==> config.mk <==
export PLATFORM = sky130hd
export DESIGN_NAME = eve_feedback_coefficient
export DESIGN_NICKNAME = d
export VERILOG_FILES = /design/src/rtl/efc_pkg.sv /design/src/rtl/efc_serial_unit.sv /design/src/rtl/eve_feedback_coefficient.sv
export SDC_FILE = /design/constraint.sdc
export NUM_CORES = 2
export LEC_CHECK = 0
export BUFFER_PORTS_ARGS = -buffer_cell sky130_fd_sc_hd__clkbuf_2
export CORE_MARGIN = 1.5
export CORE_UTILIZATION = 45
export CTS_CLUSTER_DIAMETER = 150
export DETAILED_ROUTE_END_ITERATION = 16
export SKIP_CTS_REPAIR_TIMING = 1
export SLEW_MARGIN = 15
export SYNTH_ARGS = -nofsm -noshare
export SYNTH_HDL_FRONTEND = slang
export SYNTH_SLANG_ARGS = --single-unit
==> constraint.sdc <==
create_clock -name i_clk -period 6 [get_ports i_clk]
set_input_delay 0.3 -clock i_clk [delete_from_list [all_inputs] [get_ports i_clk]]
set_output_delay 0.3 -clock i_clk [all_outputs]
set_load 0.02 [all_outputs]
==> src/rtl/efc_pkg.sv <==
package efc_pkg;

    // Fixed-point constants.
    localparam int unsigned ONE_Q16 = 65536;
    localparam logic [31:0] MAX32   = 32'hFFFF_FFFF;

    // Serial unit geometry: a 49-bit dividend (a 32-bit value shifted up by 16,
    // or 2^32) and a 32-bit multiplier scanned one bit per cycle.
    localparam int unsigned NUM_W     = 49;
    localparam int unsigned ACC_W     = 66;
    localparam int unsigned CNT_W     = 6;
    localparam int unsigned DIV_STEPS = NUM_W;
    localparam int unsigned MAC_STEPS = 32;

    // Band limits fit in 25 bits: an offset of up to 2^24 - 1 plus one.
    localparam int unsigned BAND_W = 25;

    // Register indexes on the configuration port.
    localparam logic [1:0] REG_D_RATE  = 2'd0;
    localparam logic [1:0] REG_L_RATE  = 2'd1;
    localparam logic [1:0] REG_R_LOWER = 2'd2;
    localparam logic [1:0] REG_R_UPPER = 2'd3;

    // Register reset values.
    localparam logic [15:0] RST_D_RATE  = 16'd65470;
    localparam logic [15:0] RST_L_RATE  = 16'd65470;
    localparam logic [23:0] RST_R_LOWER = 24'd6554;
    localparam logic [23:0] RST_R_UPPER = 24'd655360;

    // Result status codes.
    localparam logic [1:0] ST_UPDATED = 2'd0;
    localparam logic [1:0] ST_INIT    = 2'd1;
    localparam logic [1:0] ST_HELD    = 2'd2;

    typedef enum logic {
        OP_DIV = 1'b0,
        OP_MAC = 1'b1
    } t_op;

    // Launch of one operation on the shared serial unit.
    typedef struct packed {
        logic              start;
        t_op               op;
        logic [NUM_W-1:0]  num;
        logic [31:0]       den;
        logic [31:0]       x;
        logic [31:0]       y;
        logic [31:0]       ma;
        logic [31:0]       mb;
    } t_unit_req;

    typedef struct packed {
        logic              done;
        logic [NUM_W-1:0]  quot;
        logic [ACC_W-1:0]  prod;
    } t_unit_rsp;

    typedef enum logic [9:0] {
        S_IDLE   = 10'b00_0000_0001,
        S_CHECK  = 10'b00_0000_0010,
        S_DIVLO  = 10'b00_0000_0100,
        S_DIVHI  = 10'b00_0000_1000,
        S_DIVQ   = 10'b00_0001_0000,
        S_MULT   = 10'b00_0010_0000,
        S_BLENDS = 10'b00_0100_0000,
        S_DIVR   = 10'b00_1000_0000,
        S_BLENDD = 10'b01_0000_0000,
        S_FIN    = 10'b10_0000_0000
    } t_state;

endpackage

==> src/rtl/efc_serial_unit.sv <==
// Shared bit-serial arithmetic: restoring division (one quotient bit per cycle)
// and a right-shifting multiply-accumulate of x*ma + y*mb (one multiplier bit
// of each per cycle).
module efc_serial_unit (
    input  logic                 i_clk,
    input  logic                 i_rst_n,
    input  efc_pkg::t_unit_req   i_req,
    output efc_pkg::t_unit_rsp   o_rsp
);

    logic                         r_busy;
    logic                         r_done;
    efc_pkg::t_op                 r_op;
    logic [efc_pkg::CNT_W-1:0]    r_cnt;
    logic [efc_pkg::NUM_W-1:0]    r_num;
    logic [31:0]                  r_rem;
    logic [31:0]                  r_den;
    logic [31:0]                  r_x;
    logic [31:0]                  r_y;
    logic [31:0]                  r_ma;
    logic [31:0]                  r_mb;
    logic [efc_pkg::ACC_W-1:0]    r_acc;

    logic [32:0]                  w_trial;
    logic [33:0]                  w_sub;
    logic                         w_qbit;
    logic [31:0]                  n_rem;
    logic [32:0]                  w_add;
    logic [34:0]                  w_sum;
    logic [efc_pkg::ACC_W-1:0]    n_acc;
    logic [efc_pkg::CNT_W-1:0]    w_last;

    always_comb begin
        // Division step: bring down the next dividend bit and try the divisor.
        w_trial = {r_rem, r_num[efc_pkg::NUM_W-1]};
        w_sub   = {1'b0, w_trial} - {2'b00, r_den};
        w_qbit  = ~w_sub[33];
        n_rem   = w_qbit ? w_sub[31:0] : w_trial[31:0];

        // Multiply step: add the selected multiplicands, then shift right.
        w_add = (r_ma[0] ? {1'b0, r_x} : 33'd0) + (r_mb[0] ? {1'b0, r_y} : 33'd0);
        w_sum = {1'b0, r_acc[efc_pkg::ACC_W-1:32]} + {2'b00, w_add};
        n_acc = {w_sum, r_acc[31:1]};

        w_last = (r_op == efc_pkg::OP_DIV) ? efc_pkg::CNT_W'(efc_pkg::DIV_STEPS - 1)
                                           : efc_pkg::CNT_W'(efc_pkg::MAC_STEPS - 1);
    end

    always_ff @(posedge i_clk) begin
        if (!i_rst_n) begin
            r_busy <= 1'b0;
            r_done <= 1'b0;
            r_cnt  <= '0;
        end else begin
            r_done <= 1'b0;
            if (i_req.start) begin
                r_busy <= 1'b1;
                r_cnt  <= '0;
            end else if (r_busy) begin
                r_cnt <= r_cnt + 1'b1;
                if (r_cnt == w_last) begin
                    r_busy <= 1'b0;
                    r_done <= 1'b1;
                end
            end
        end
    end

    always_ff @(posedge i_clk) begin
        if (i_req.start) begin
            r_op  <= i_req.op;
            r_num <= i_req.num;
            r_rem <= '0;
            r_den <= i_req.den;
            r_x   <= i_req.x;
            r_y   <= i_req.y;
            r_ma  <= i_req.ma;
            r_mb  <= i_req.mb;
            r_acc <= '0;
        end else if (r_busy) begin
            if (r_op == efc_pkg::OP_DIV) begin
                r_num <= {r_num[efc_pkg::NUM_W-2:0], w_qbit};
                r_rem <= n_rem;
            end else begin
                r_acc <= n_acc;
                r_ma  <= {1'b0, r_ma[31:1]};
                r_mb  <= {1'b0, r_mb[31:1]};
            end
        end
    end

    assign o_rsp.done = r_done;
    assign o_rsp.quot = r_num;
    assign o_rsp.prod = r_acc;

endmodule

==> src/rtl/eve_feedback_coefficient.sv <==
// Work: an initializing or held request uses no arithmetic; an update runs D 49-step
//   divisions (1 to 4) and three 32-step MACs.
// Requests: one at a time on the shared bit-serial unit; a new request is accepted
//   once the result appears, even while the output is still stalled.
// Reset (synchronous, active low) clears the stored losses, d and the output valid flag
//   and loads the register reset values.
module eve_feedback_coefficient (
    input  logic        i_clk,
    input  logic        i_rst_n,

    // Input stream.
    input  logic        s_axis_tvalid,
    output logic        s_axis_tready,
    input  logic [31:0] s_axis_tdata,   // [31:0] loss_value
    input  logic [0:0]  s_axis_tuser,   // [0] first_step

    // Result stream.
    output logic        m_axis_tvalid,
    input  logic        m_axis_tready,
    output logic [95:0] m_axis_tdata,   // [31:0] clipped_loss, [63:32] smoothed_loss,
                                        // [95:64] feedback_d
    output logic [1:0]  m_axis_tuser,   // [1:0] status

    // Configuration port.
    input  logic        psel,
    input  logic        penable,
    input  logic        pwrite,
    input  logic [3:0]  paddr,
    input  logic [31:0] pwdata,
    output logic [31:0] prdata,
    output logic        pready
);

    // ------------------------------------------------------------------
    // Configuration registers. A write lands on the access cycle.
    // ------------------------------------------------------------------
    logic [15:0] r_cfg_d_rate;
    logic [15:0] r_cfg_l_rate;
    logic [23:0] r_cfg_lower;
    logic [23:0] r_cfg_upper;

    assign pready = 1'b1;

    always_ff @(posedge i_clk) begin
        if (!i_rst_n) begin
            r_cfg_d_rate <= efc_pkg::RST_D_RATE;
            r_cfg_l_rate <= efc_pkg::RST_L_RATE;
            r_cfg_lower  <= efc_pkg::RST_R_LOWER;
            r_cfg_upper  <= efc_pkg::RST_R_UPPER;
        end else if (psel && penable && pwrite && pready) begin
            case (paddr[3:2])
                efc_pkg::REG_D_RATE:  r_cfg_d_rate <= pwdata[15:0];
                efc_pkg::REG_L_RATE:  r_cfg_l_rate <= pwdata[15:0];
                efc_pkg::REG_R_LOWER: r_cfg_lower  <= pwdata[23:0];
                efc_pkg::REG_R_UPPER: r_cfg_upper  <= pwdata[23:0];
                default: ;
            endcase
        end
    end

    always_comb begin
        case (paddr[3:2])
            efc_pkg::REG_D_RATE:  prdata = {16'd0, r_cfg_d_rate};
            efc_pkg::REG_L_RATE:  prdata = {16'd0, r_cfg_l_rate};
            efc_pkg::REG_R_LOWER: prdata = {8'd0, r_cfg_lower};
            efc_pkg::REG_R_UPPER: prdata = {8'd0, r_cfg_upper};
            default:              prdata = '0;
        endcase
    end

    // ------------------------------------------------------------------
    // Sequencer state and working registers.
    // ------------------------------------------------------------------
    efc_pkg::t_state                r_state, n_state;
    logic [31:0]                    r_prev, n_prev;
    logic [31:0]                    r_smooth, n_smooth;
    logic [31:0]                    r_coef, n_coef;
    logic [31:0]                    r_loss, n_loss;
    logic                           r_first, n_first;
    logic [efc_pkg::BAND_W-1:0]     r_lo, n_lo;
    logic [efc_pkg::BAND_W-1:0]     r_hi, n_hi;
    logic [31:0]                    r_tn, n_tn;
    logic [31:0]                    r_sn, n_sn;
    logic [1:0]                     r_status, n_status;
    logic                           r_out_valid, n_out_valid;
    logic [95:0]                    r_out_data, n_out_data;
    logic [1:0]                     r_out_user, n_out_user;

    efc_pkg::t_unit_req             w_req;
    efc_pkg::t_unit_rsp             w_rsp;

    logic [efc_pkg::NUM_W-1:0]      w_c1;
    logic [efc_pkg::BAND_W-1:0]     w_c;
    logic [31:0]                    w_tn;
    logic [31:0]                    w_m;
    logic [31:0]                    w_diff;
    logic [31:0]                    w_rq;
    logic [31:0]                    w_r;
    logic [16:0]                    w_l_weight;
    logic [16:0]                    w_d_weight;
    logic [efc_pkg::BAND_W-1:0]     w_lower1;
    logic [efc_pkg::BAND_W-1:0]     w_upper1;
    logic [efc_pkg::NUM_W-1:0]      w_q_num;
    logic [efc_pkg::NUM_W-1:0]      w_two32;

    efc_serial_unit u_unit (
        .i_clk   (i_clk),
        .i_rst_n (i_rst_n),
        .i_req   (w_req),
        .o_rsp   (w_rsp)
    );

    always_comb begin
        // Offsets turned into ratio limits: k + 1 and K + 1 in Q16.16.
        w_lower1   = efc_pkg::BAND_W'(r_cfg_lower) + efc_pkg::BAND_W'(efc_pkg::ONE_Q16);
        w_upper1   = efc_pkg::BAND_W'(r_cfg_upper) + efc_pkg::BAND_W'(efc_pkg::ONE_Q16);
        w_l_weight = 17'(efc_pkg::ONE_Q16) - {1'b0, r_cfg_l_rate};
        w_d_weight = 17'(efc_pkg::ONE_Q16) - {1'b0, r_cfg_d_rate};
        w_two32    = efc_pkg::NUM_W'(1) << 32;
        w_q_num    = {1'b0, r_loss, 16'd0};

        // Clamp of the ratio; the upper limit wins when the band is inverted.
        w_c1 = (w_rsp.quot < efc_pkg::NUM_W'(r_lo)) ? efc_pkg::NUM_W'(r_lo) : w_rsp.quot;
        w_c  = (w_c1 > efc_pkg::NUM_W'(r_hi)) ? r_hi : w_c1[efc_pkg::BAND_W-1:0];

        // New clipped loss from c * P / 2^16, saturated to 32 bits.
        w_tn = (|w_rsp.prod[efc_pkg::ACC_W-1:48]) ? efc_pkg::MAX32 : w_rsp.prod[47:16];
        w_m  = (w_tn < r_prev) ? w_tn : r_prev;

        w_diff = (r_tn > r_prev) ? (r_tn - r_prev) : (r_prev - r_tn);
        w_rq   = (|w_rsp.quot[efc_pkg::NUM_W-1:32]) ? efc_pkg::MAX32 : w_rsp.quot[31:0];
        // With a zero smoothed loss the divide is skipped and r saturates
        // unless the clipped loss did not move.
        w_r = (r_state == efc_pkg::S_DIVR) ? w_rq
                                           : ((w_diff == 32'd0) ? 32'd0 : efc_pkg::MAX32);
    end

    always_comb begin
        n_state     = r_state;
        n_prev      = r_prev;
        n_smooth    = r_smooth;
        n_coef      = r_coef;
        n_loss      = r_loss;
        n_first     = r_first;
        n_lo        = r_lo;
        n_hi        = r_hi;
        n_tn        = r_tn;
        n_sn        = r_sn;
        n_status    = r_status;
        n_out_valid = r_out_valid;
        n_out_data  = r_out_data;
        n_out_user  = r_out_user;

        w_req       = '0;
        w_req.op    = efc_pkg::OP_DIV;

        if (m_axis_tready) begin
            n_out_valid = 1'b0;
        end

        case (r_state)
            efc_pkg::S_IDLE: begin
                if (s_axis_tvalid) begin
                    n_loss  = s_axis_tdata;
                    n_first = s_axis_tuser[0];
                    n_state = efc_pkg::S_CHECK;
                end
            end
            efc_pkg::S_CHECK: begin
                if (r_first || (r_prev == 32'd0)) begin
                    // A negative loss loads as zero, so the next request
                    // initializes again.
                    n_prev   = r_loss[31] ? 32'd0 : r_loss;
                    n_smooth = r_loss[31] ? 32'd0 : r_loss;
                    n_coef   = 32'(efc_pkg::ONE_Q16);
                    n_status = efc_pkg::ST_INIT;
                    n_state  = efc_pkg::S_FIN;
                end else if (r_loss[31]) begin
                    n_status = efc_pkg::ST_HELD;
                    n_state  = efc_pkg::S_FIN;
                end else if (r_loss > r_prev) begin
                    n_lo       = w_lower1;
                    n_hi       = w_upper1;
                    w_req.start = 1'b1;
                    w_req.num   = w_q_num;
                    w_req.den   = r_prev;
                    n_state     = efc_pkg::S_DIVQ;
                end else begin
                    // Falling or unchanged loss: the band is the reciprocal of the rising one.
                    w_req.start = 1'b1;
                    w_req.num   = w_two32;
                    w_req.den   = 32'(w_upper1);
                    n_state     = efc_pkg::S_DIVLO;
                end
            end
            efc_pkg::S_DIVLO: begin
                if (w_rsp.done) begin
                    n_lo        = w_rsp.quot[efc_pkg::BAND_W-1:0];
                    w_req.start = 1'b1;
                    w_req.num   = w_two32;
                    w_req.den   = 32'(w_lower1);
                    n_state     = efc_pkg::S_DIVHI;
                end
            end
            efc_pkg::S_DIVHI: begin
                if (w_rsp.done) begin
                    n_hi        = w_rsp.quot[efc_pkg::BAND_W-1:0];
                    w_req.start = 1'b1;
                    w_req.num   = w_q_num;
                    w_req.den   = r_prev;
                    n_state     = efc_pkg::S_DIVQ;
                end
            end
            efc_pkg::S_DIVQ: begin
                if (w_rsp.done) begin
                    w_req.start = 1'b1;
                    w_req.op    = efc_pkg::OP_MAC;
                    w_req.x     = r_prev;
                    w_req.ma    = 32'(w_c);
                    n_state     = efc_pkg::S_MULT;
                end
            end
            efc_pkg::S_MULT: begin
                if (w_rsp.done) begin
                    n_tn        = w_tn;
                    w_req.start = 1'b1;
                    w_req.op    = efc_pkg::OP_MAC;
                    w_req.x     = r_smooth;
                    w_req.ma    = 32'(r_cfg_l_rate);
                    w_req.y     = w_m;
                    w_req.mb    = 32'(w_l_weight);
                    n_state     = efc_pkg::S_BLENDS;
                end
            end
            efc_pkg::S_BLENDS: begin
                if (w_rsp.done) begin
                    n_sn = w_rsp.prod[47:16];
                    w_req.start = 1'b1;
                    if (w_rsp.prod[47:16] == 32'd0) begin
                        w_req.op = efc_pkg::OP_MAC;
                        w_req.x  = r_coef;
                        w_req.ma = 32'(r_cfg_d_rate);
                        w_req.y  = w_r;
                        w_req.mb = 32'(w_d_weight);
                        n_state  = efc_pkg::S_BLENDD;
                    end else begin
                        w_req.num = {1'b0, w_diff, 16'd0};
                        w_req.den = w_rsp.prod[47:16];
                        n_state   = efc_pkg::S_DIVR;
                    end
                end
            end
            efc_pkg::S_DIVR: begin
                if (w_rsp.done) begin
                    w_req.start = 1'b1;
                    w_req.op    = efc_pkg::OP_MAC;
                    w_req.x     = r_coef;
                    w_req.ma    = 32'(r_cfg_d_rate);
                    w_req.y     = w_r;
                    w_req.mb    = 32'(w_d_weight);
                    n_state     = efc_pkg::S_BLENDD;
                end
            end
            efc_pkg::S_BLENDD: begin
                if (w_rsp.done) begin
                    n_coef   = w_rsp.prod[47:16];
                    n_prev   = r_tn;
                    n_smooth = r_sn;
                    n_status = efc_pkg::ST_UPDATED;
                    n_state  = efc_pkg::S_FIN;
                end
            end
            efc_pkg::S_FIN: begin
                // The result moves to the output register once it is free.
                if (!r_out_valid || m_axis_tready) begin
                    n_out_valid = 1'b1;
                    n_out_data  = {r_coef, r_smooth, r_prev};
                    n_out_user  = r_status;
                    n_state     = efc_pkg::S_IDLE;
                end
            end
            default: begin
                n_state = efc_pkg::S_IDLE;
            end
        endcase
    end

    always_ff @(posedge i_clk) begin
        if (!i_rst_n) begin
            r_state     <= efc_pkg::S_IDLE;
            r_prev      <= '0;
            r_smooth    <= '0;
            r_coef      <= '0;
            r_out_valid <= 1'b0;
        end else begin
            r_state     <= n_state;
            r_prev      <= n_prev;
            r_smooth    <= n_smooth;
            r_coef      <= n_coef;
            r_out_valid <= n_out_valid;
        end
    end

    always_ff @(posedge i_clk) begin
        r_loss     <= n_loss;
        r_first    <= n_first;
        r_lo       <= n_lo;
        r_hi       <= n_hi;
        r_tn       <= n_tn;
        r_sn       <= n_sn;
        r_status   <= n_status;
        r_out_data <= n_out_data;
        r_out_user <= n_out_user;
    end

    assign s_axis_tready = (r_state == efc_pkg::S_IDLE);
    assign m_axis_tvalid = r_out_valid;
    assign m_axis_tdata  = r_out_data;
    assign m_axis_tuser  = r_out_user;

    // ------------------------------------------------------------------
    // Assertions.
    // ------------------------------------------------------------------
    a_accept_to_check: assert property (@(posedge i_clk) disable iff (!i_rst_n)
        (s_axis_tvalid && s_axis_tready) |=> (r_state == efc_pkg::S_CHECK))
        else $error("accepted request did not move to the check step");

    a_fin_waits: assert property (@(posedge i_clk) disable iff (!i_rst_n)
        (r_state == efc_pkg::S_FIN && r_out_valid && !m_axis_tready)
        |=> (r_state == efc_pkg::S_FIN && $stable(r_out_data)))
        else $error("pending result overwritten by the next one");

    a_done_in_compute: assert property (@(posedge i_clk) disable iff (!i_rst_n)
        w_rsp.done |-> (r_state == efc_pkg::S_DIVLO || r_state == efc_pkg::S_DIVHI ||
                        r_state == efc_pkg::S_DIVQ  || r_state == efc_pkg::S_MULT  ||
                        r_state == efc_pkg::S_BLENDS || r_state == efc_pkg::S_DIVR ||
                        r_state == efc_pkg::S_BLENDD))
        else $error("serial unit finished outside a compute step");

    a_status_code: assert property (@(posedge i_clk) disable iff (!i_rst_n)
        m_axis_tvalid |-> (m_axis_tuser == efc_pkg::ST_UPDATED ||
                           m_axis_tuser == efc_pkg::ST_INIT ||
                           m_axis_tuser == efc_pkg::ST_HELD))
        else $error("result carries an unknown status");

endmodule
==> out/results.ini <==
[worst_setup_path]
cp.arrival_ps=6290
end_kind=flop
reg2reg_from=u_unit.r_ma[0]
rr_endpoint=u_unit.r_acc[63]
r2r_cells=22
start_kind=flop
crit_fanout=30
worstPathRequired_ps=6580
criticalPathCategory=flop to flop
ff2ff_setup_slack_ps=290

[cts]
h-tree-depth=3
cts_tree=done
root_buffer=clkbuf_16
cts.sink_count=712
cts_buffer_depth=3
cts_buffers=80
insertion_delay_ps=680
clkSlewWorstSetupHoldPaths_ps=60

[detailed_routing]
dr.first_iter.drc_count=4567
wl_um=149000
drc=0
vias=35400
ant_nets=0
dr.pass1.iters=10
via_per_inst=6.16
avgRoutedWirePerCell_um=25.9

[finish]
largest_reg_flops=96
area_growth_pct=14.7
fill_cells=8418
drive_gt1_share_pct=13.2
nets=4857

[logic_synthesis]
synth_top_cell_area_share_pct=31.4
synth-edff-count=435
synth_ff_type=edfxtp_1
synth_warnings=0
ys_async_sr_fraction_pct=0
synth-seq-area-share_pct=44.8
synth_area_leaders=edfxtp_1 (31%), dfxtp_1 (13%), ha_1 (8.3%), nand2_1 (4.6%), a21oi_1 (3.0%)
synthCells=4275
syn-cell-area_mm2=0.0415
yosysTopAreaCell=edfxtp_1
synth-seq-cells=712
synth.avg_cell_area_um2=9.72
synthDistinctLibCells=97

[sta]
finalWorstSetupSlack_ps=293
fin_hold_ws_ps=33.4
finalCriticalPeriod_ps=5710
finalHoldViolCount=0
period_share_pct=95.1
worst_pin_slew_ps=1240
timing.fmax_mhz=175
slew_headroom_pct=17.0
fin_skew_ps=39.0
setup_viol=0
slew_viol_final=0

[global_route]
grt_pass1_wl_um=216000
grt_max_degree=100
track_usage_pct=30.8
grt_antenna_before_repair=6
grt_pass1_vias=32300
overflow=0

[pwr]
p_leak_uw=0.0191
seqPwrFrac_pct=36.7
power.total_uw=17100
clkPwrFrac_pct=30.6
p_sw_uw=6160
p_int_uw=10900
power_frac_comb_pct=32.7
max-vdd-ir-drop_mv=0.239
p_sw_share_pct=36.1
powerDensity_mw_per_mm2=358

[floorplanning]
die_area_mm2=0.0942
die_y_um=307
initial_core_util_pct=45.4
core_mm2=0.0915
die_w_um=307
ios=209
rows=111

[hold_path]
worstHoldEndpoint=m_axis_tvalid
hold_path.class=primary input to flop
whs_path_depth=3
hp-start=m_axis_tready

[job]
cap_violations=0

[run_status]
status=finished clean

[placement]
pre_cts_ws_ps=226
place_congestion=0.968
portBuffers=189
hpwl_um=108000

-- through the flow --
step                      instances  utilization, %  instance area [µm²]  setup TNS (ps)
after floorplan                4282               -                41600               0
after global placement         5545            48.3                44200               0
after detailed placement       5545            48.3                44200               0
after CTS                      5695            51.4                47100               0
after global routing           5753            52.1                47700           -6.60
final                          5756            52.1                47700               0
-- per-layer routing --
metal,vias to the layer above,share of wire [%],GRT usage (%)
met5,-,0,0
met4,0,3.8,11.6
met3,273,9.9,5.35
met2,1810,43,45.4
met1,17200,43,45.0
li1,16200,-,-
-- power by group through the flow --
stage	logic [µW]	registers, µW	clock network (µW)
finish	5580	6260	5230
detailed placement	5390	6330	0
global placement	5370	6320	0
CTS	5430	6230	5280
global route	6070	6290	5460
floorplan	3690	6130	0
-- synth_stat cells (all sizes together), types with 11 or more instances --
master,instances
o22ai,34
nand4,49
clkbuf,204
a21o,90
or2,11
buf,58
o31ai,15
and3,38
nand3,162
a221o,45
nor3,43
xor2,60
o21bai,24
mux4,16
dfxtp,277
nor4,38
a31oi,14
a21oi,248
nor2b,41
a22oi,22
o221ai,11
or3,11
edfxtp,435
nor3b,67
a211oi,28
o21a,30
nor2,311
o211ai,49
a21boi,83
nand2,514
a22o,15
a222oi,66
nand2b,61
xnor2,88
mux2i,69
ha,277
o21ai,158
inv,233
and2,82
mux2,30
a221oi,71
-- how the worst max path moves through the flow --
| stage | start | end |
|---|---|---|
| 4_1_cts | u_unit.r_ma[0] | u_unit.r_acc[63] |
| 3_5_place_dp | u_unit.r_ma[0] | u_unit.r_acc[63] |
| 6_report | u_unit.r_ma[0] | u_unit.r_acc[63] |
| 5_1_grt | u_unit.r_mb[0] | u_unit.r_acc[64] |
| 3_3_place_gp | u_unit.r_ma[0] | u_unit.r_acc[63] |
| 2_1_floorplan | r_state[6] | u_unit.r_den[0] |
-- cell type report --
type / instances / area [µm²] / share of cell area (%)
multi-input combinational: 3075 / 21100 / 44.4
sequential: 712 / 18600 / 39.0
timing repair buffer: 397 / 2720 / 5.70
clock buffer: 116 / 2410 / 5.05
tap: 1186 / 1480 / 3.11
inverter: 233 / 881 / 1.85
clock inverter: 34 / 422 / 0.884
antenna: 3 / 7.51 / 0.0157
-- cell usage in the layout (no fill, tap or decap), types with 38 or more instances in the layout --
cell type      count
nand4_1           48
dlygate4sd3_1     57
a21o_1            90
o21ai_0          146
nand3_1          162
nand2b_1          61
xnor2_1           87
nor2_1           310
nor2b_1           38
a21oi_1          244
a222oi_1          66
a21boi_0          82
inv_1            231
dfxtp_1          277
ha_1             277
clkbuf_2         188
buf_4            146
mux2i_1           69
nor3_1            42
nand2_1          511
nor3b_1           67
xor2_1            60
edfxtp_1         435
and2_1            82
a221o_1           44
clkbuf_16         88
a221oi_1          69
o211ai_1          49
-- worst max-delay path, cell delays in order (launching register included) --
cell       delay (ps)
edfxtp_1          420
buf_6             200
and2_1            160
ha_1              370
a21o_1            210
a221o_1           350
a21o_1            200
a21oi_1           170
o31ai_1           170
a221o_1           410
a211o_1           290
a21oi_2           200
o21ai_0           160
and4_1            220
a2111oi_1         370
buf_4             180
xnor2_1            70
ha_1              320
nand2_1            60
o41a_1            450
nor2b_1           150
or3_1             340
a21oi_1           140
-- logic make-up (layout without fill, tap and decap cells) --
| group | after synthesis | after routing | synth area share (%) |
|---|---|---|---|
| AO/OA/AOI/OAI | 1062 | 1062 | 18.5 |
| XOR/XNOR | 148 | 148 | 3.14 |
| adder cells (fa/ha/maj) | 282 | 282 | 8.58 |
| buffers and inverters | 495 | 780 | 4.76 |
| flip-flops | 712 | 712 | 44.8 |
| multiplexers | 115 | 115 | 3.34 |
| other | 2 | 12 | 0.0181 |
| AND/OR/NAND/NOR | 1459 | 1459 | 16.9 |
No activity file was read; power rests on OpenSTA's default activity.
